**src/sv/ovd_pkg.sv**
```systemverilog
package ovd_pkg;

  localparam int TARGET_ENTRIES = 8192;
  localparam int IDX_W = $clog2(TARGET_ENTRIES);
  localparam int CNT_W = $clog2(TARGET_ENTRIES + 1);

  localparam int BYTE_W = 8;
  localparam int KIND_W = 2;
  localparam int LEN_W = 3;
  localparam int STATUS_W = 3;
  localparam int VALUE_W = 36;
  localparam int ADDR_W = 32;
  localparam int TCNT_W = 14;
  localparam int BP_W = 6;
  localparam int BL_W = 3;
  localparam int MAX_VAR_BYTES = 5;
  localparam int VAR_BITS = 4;

  localparam int Q_DEPTH = 2;

  typedef enum logic [0:0] {
    OP_BYTE  = 1'b0,
    OP_CLEAR = 1'b1
  } op_t;

  typedef enum logic [KIND_W-1:0] {
    KIND_PLAIN = 2'd0,
    KIND_ADDR  = 2'd1,
    KIND_COUNT = 2'd2
  } kind_t;

  typedef enum logic [LEN_W-1:0] {
    LEN_VAR = 3'd0,
    LEN_1   = 3'd1,
    LEN_2   = 3'd2,
    LEN_4   = 3'd4
  } len_t;

  typedef enum logic [STATUS_W-1:0] {
    ST_MORE     = 3'd0,
    ST_DONE     = 3'd1,
    ST_BAD_LEN  = 3'd2,
    ST_ZERO     = 3'd3,
    ST_ADDR_BIG = 3'd4,
    ST_FULL     = 3'd5
  } status_t;

  typedef enum logic [2:0] {
    CMD_RESULT = 3'b001,
    CMD_SEARCH = 3'b010,
    CMD_CLEAR  = 3'b100
  } cmd_t;

  typedef struct packed {
    cmd_t                 cmd;
    status_t              status;
    logic [VALUE_W-1:0]   value;
    logic                 flag;
  } ovd_entry_t;

endpackage

```
**src/sv/ovd_queue.sv**
```systemverilog
module ovd_queue import ovd_pkg::*; (
  input  logic       clk,
  input  logic       rst,
  input  logic       push,
  input  ovd_entry_t push_entry,
  output logic       full,
  input  logic       pop,
  output ovd_entry_t pop_entry,
  output logic       empty
);

  localparam int PTR_W = (Q_DEPTH > 1) ? $clog2(Q_DEPTH) : 1;
  localparam int QCNT_W = $clog2(Q_DEPTH + 1);

  ovd_entry_t        slots [Q_DEPTH];
  logic [PTR_W-1:0]  wptr;
  logic [PTR_W-1:0]  rptr;
  logic [QCNT_W-1:0] fill;

  assign full = fill == QCNT_W'(Q_DEPTH);
  assign empty = fill == '0;
  assign pop_entry = slots[rptr];

  always_ff @(posedge clk) begin
    if (push) begin
      slots[wptr] <= push_entry;
    end
  end

  always_ff @(posedge clk) begin
    if (rst) begin
      wptr <= '0;
      rptr <= '0;
      fill <= '0;
    end else begin
      if (push) begin
        wptr <= (wptr == PTR_W'(Q_DEPTH - 1)) ? '0 : wptr + PTR_W'(1);
      end
      if (pop) begin
        rptr <= (rptr == PTR_W'(Q_DEPTH - 1)) ? '0 : rptr + PTR_W'(1);
      end
      case ({push, pop})
        2'b10:   fill <= fill + QCNT_W'(1);
        2'b01:   fill <= fill - QCNT_W'(1);
        default: fill <= fill;
      endcase
    end
  end

endmodule

```
**config.mk**
```make
export PLATFORM = sky130hd
export DESIGN_NAME = ovd_queue
export DESIGN_NICKNAME = d
export VERILOG_FILES = /design/src/sv/ovd_pkg.sv /design/src/sv/ovd_queue.sv
export SDC_FILE = /design/constraint.sdc
export NUM_CORES = 1
export LEC_CHECK = 0
export BUFFER_PORTS_ARGS = -buffer_cell sky130_fd_sc_hd__buf_2
export CAP_MARGIN = 20
export CORE_AREA = 3 3 90 92
export DETAILED_ROUTE_END_ITERATION = 6
export DIE_AREA = 0 0 93 95
export GPL_TIMING_DRIVEN = 0
export PLACE_DENSITY = 0.69
export SETUP_SLACK_MARGIN = 0.02
export SLEW_MARGIN = 30
export SYNTH_ARGS = -nofsm -noshare
export SYNTH_HDL_FRONTEND = slang
export SYNTH_SLANG_ARGS = --single-unit
export TNS_END_PERCENT = 10
```
**constraint.sdc**
```tcl
create_clock -name clk -period 4.1 [get_ports clk]
set_clock_uncertainty 0.15 [all_clocks]
set_input_delay 0.615 -clock clk [delete_from_list [all_inputs] [get_ports clk]]
set_output_delay 0.615 -clock clk [all_outputs]
set_load 0.01 [all_outputs]
```
# Word-level counts from Yosys, hierarchy flattened
# Memories as Yosys holds them, arrays and structs flattened. A register that Yosys moved wholly into a read port is not among the register bits.
# Cells that the tools add are included.
# totals
register_bits	4
ram_bits	86
input_bits	47
out_inout_bits	45
wordCells	20
memories	1
# mem_list
memory	words	word_bits	read_ports	rd_ports_with_merged_regs	wr	line_no	text
slots	2	43	1	1	1	ovd_queue.sv:15	ovd_entry_t slots [Q_DEPTH];
# classes
n_addsub	4
eq_ne	3
muxes	7
reduce_logical	2
# ops
op	n
$mux W1	6
$eq A2 B2 Y1 const B	2
$pmux W2 S2	1
$add A1 B1 Y1 const B	2
$add A2 B1 Y2 const B	1
$eq A2 B1 Y1 const B	1
$logic_not A2 Y1	1
$reduce_bool A2 Y1	1
$sub A2 B1 Y2 const B	1

# Depth between registers and ports, before layout
# logic_depth
ltp_word	4
depth_mapped	5
ltp_nobuf	5

# Worst setup path after synthesis
# No wires, ideal clock.
# synth_timing
path_kind	input-to-reg
startpoint	input push
endpoint	memory slots[0][0] in the netlist's numbering, enable pin
t_arrival_ps	2480
setup_slack_ps	1026
cell_stages	2
path_buffers	0
cell_sequence	inv_1 -> nor2_1
# synth_via
elab_chain_len	2
# synth_rtl
element	line_no	text
start: declaration	ovd_queue.sv:4	input logic push,
$mux W1	ovd_queue.sv:25	if (push) begin
$mux W1 (implied by the code)	ovd_queue.sv:26	slots[wptr] <= push_entry;
end: declaration	ovd_queue.sv:15	
# No other way between the ends.

==> impl_metrics.toml <==
[run_status]
status = "finished, final reports clean"

[synthesis]
synth_area_leader_cell = "edfxtp_1"
synth_edf_count = 86
ys_ff_latch = 91
synth_cell_type_count = 14
synth_top_area_share_pct = 78.33
async_reset_ff_share_pct = 0
synth.area.top_cells = "edfxtp_1 (78%), mux2_2 (15%), dfxtp_1 (3.0%), xnor2_1 (0.80%), buf_2 (0.76%)"
yosysSeqAreaShare_pct = 81.37
synth_nets = 204
syn-cell-area_um2 = 3297
netlist_instances = 156
synth_warnings = 0
avgSynthCellArea_um2 = 21.13
synthFlopType = "edfxtp_1"

[power_and_ir_drop]
ir_drop_mv = 0.2659
p_leak_nw = 1.552
powerDensity_nw_per_um2 = 450.2

[worst_hold_path]
worst_hold_startpoint = "push_entry[17]"
hold_class = "input pin to flop"

[sta]
slew_headroom_pct = 60.90
fin_crit_sh_pct = 57.49
min_period_ns = 2.357
slew_violations = 0
setup-violations-final = 0
setup_slack_ns = 1.743
fmax_mhz = 424.3
hold_violations = 0
rsz0062_at_grt = "no"
worst_pin_slew_ns = 0.5865

[worst_setup_path]
cp-start-kind = "flop"
cp_max_fo = 10
cp-end-kind = "output pin"
rr_startpoint = "wptr"
required_ns = 3.34
cp.arrival_ns = 1.59
critPathKind = "flop to output pin"

[place]
routabilityCongestion = 0.7282
place_hpwl_mm = 3.781
pre_cts_slack_ns = 2.074
port_buffers = 91
place_inst = 348

[die]
die_x_um = 93
pin_count = 92
core-area_um2 = 7292
die_area_um2 = 8835
rows = 31
start_util_pct = 45.21
die_y_um = 95

[cells_and_area]
area_growth_pct = 24.97
multi_input_area_um2 = 595.6
n_antenna_cell = 0
layout.nets = 308
final_cells = 364
regArea_um2 = 2683
drive_gt1_share_pct = 60.00
fillers = 624

[drt]
routed_wirelength_mm = 5.447
antenna_left = 0
drc = 0
drtPass1Iterations = 4
vias_per_cell = 4.662
top_layer = "met4"
wl_met1_mm = 1.955
drt_iter0_markers = 30
wire_per_inst_um = 14.96
wl_met2_mm = 2.879
vias = 1697
route.met3.wl_um = 485

[global_route]
grt_max_degree = 44
overflow = 0
gr-usage-all-layers_pct = 13.23
antenna_found_initial = 0
grt_pass1_vias = 1888
grt_first_pass_wirelength_mm = 8.576

[clock_tree]
numCtsBuffers = 9
tritoncts = "yes"
postCtsHoldBufs = 0
clkTransAtPathRegs_ns = 0.09
htreeDepth = 3
root_buffer = "clkbuf_8"
clock_latency_ns = 0.33
cts_sinks = 91
postCtsResizedCells = 0
post_cts_buffers = 0
max-clock-path-buffers = 2

[job]
max_cap_violations = 0
-- through the flow --
step / hold WS [ns] / utilization [%] / instance area [um2] / TNS, ns / total power [mW]
2_1_floorplan: 0.3114 / - / 3297 / 0 / 1.245
3_3_place_gp: 0.3329 / 53.16 / 3876 / -7.802 / 1.342
4_1_cts: 0.2833 / 56.50 / 4120 / 0 / 1.887
5_1_grt: 0.2848 / 56.50 / 4120 / 0 / 1.949
3_5_place_dp: 0.3560 / 54.05 / 3941 / 0 / 1.357
6_report: 0.3070 / 56.50 / 4120 / 0 / 1.855
-- worst max-delay path, cell delays in order, from the launching register on --
cell     delay (ns)
dfxtp_1        0.31
buf_2          0.16
buf_2          0.27
mux2_2         0.38
buf_2          0.14
-- layout make-up --
type / count / area share (%)
multi-input combinational: 59 / 14.45
clock buffer: 11 / 3.432
clock inverter: 5 / 0.9110
buffer: 5 / 0.6073
inverter: 1 / 0.09110
tap: 99 / 3.006
timing repair buffer: 93 / 12.39
sequential: 91 / 65.11
-- Yosys cell counts, types with 3 or more instances --
library cell,n
edfxtp_1,86
mux2_2,43
nor2_1,6
buf_2,5
dfxtp_1,5
xnor2_1,3
-- power by group --
group | total [mW] | internal [mW] | switching (mW)
clock network | 0.526 | 0.239 | 0.287
logic | 0.234 | 0.116 | 0.119
registers | 1.09 | 1.08 | 0.0146
-- state kept, by name, summed over array words and instances, names as in the netlist, named ones only --
signal,cells
fill,2
rptr,1
slots,86
wptr,1
-- routing by layer --
metal | global-route usage (%) | vias up
li1 | - | 810
met1 | 13.08 | 812
met2 | 23.22 | 65
met3 | 5.817 | 10
met4 | 7.326 | 0
met5 | 0 | -
-- worst paths after layout --
| path | cells after the start | slack, ns | endpoint |
|---|---|---|---|
| worst min register to register | 2 | 0.38 | fill[1] |
| worst max-delay path | 4 | 1.74 | pop_entry[26] |
| worst max register to register | 1 | 2.59 | slots[1][28] |
| worst min-delay path | 1 | 0.31 | slots[1][17] |
-- placed cells by master, fill, tap and decap left out --
master	n
buf_2	96
clkbuf_8	10
or3_1	1
o21ai_0	1
clkbuf_1	1
ha_1	1
inv_1	1
clkinv_2	1
clkinvlp_4	2
nor2_4	1
a21oi_1	1
and2_4	1
xor2_1	1
buf_16	2
dfxtp_1	5
and2b_2	1
edfxtp_1	86
clkinv_4	1
nor2_1	5
mux2_2	43
xnor2_1	3
inv_6	1
-- kinds of logic after synthesis --
| group | Yosys count | share of synthesized area, % |
|---|---|---|
| and+or+nand+nor | 9 | 1.329 |
| AOI/OAI and AO/OA | 2 | 0.3033 |
| muxes | 43 | 14.69 |
| xor gates and xnor gates | 4 | 1.063 |
| DFF | 91 | 81.37 |
| adders and majority gates | 1 | 0.3794 |
| buffers and inverters | 6 | 0.8726 |
Power figures use the tool's default switching activity.
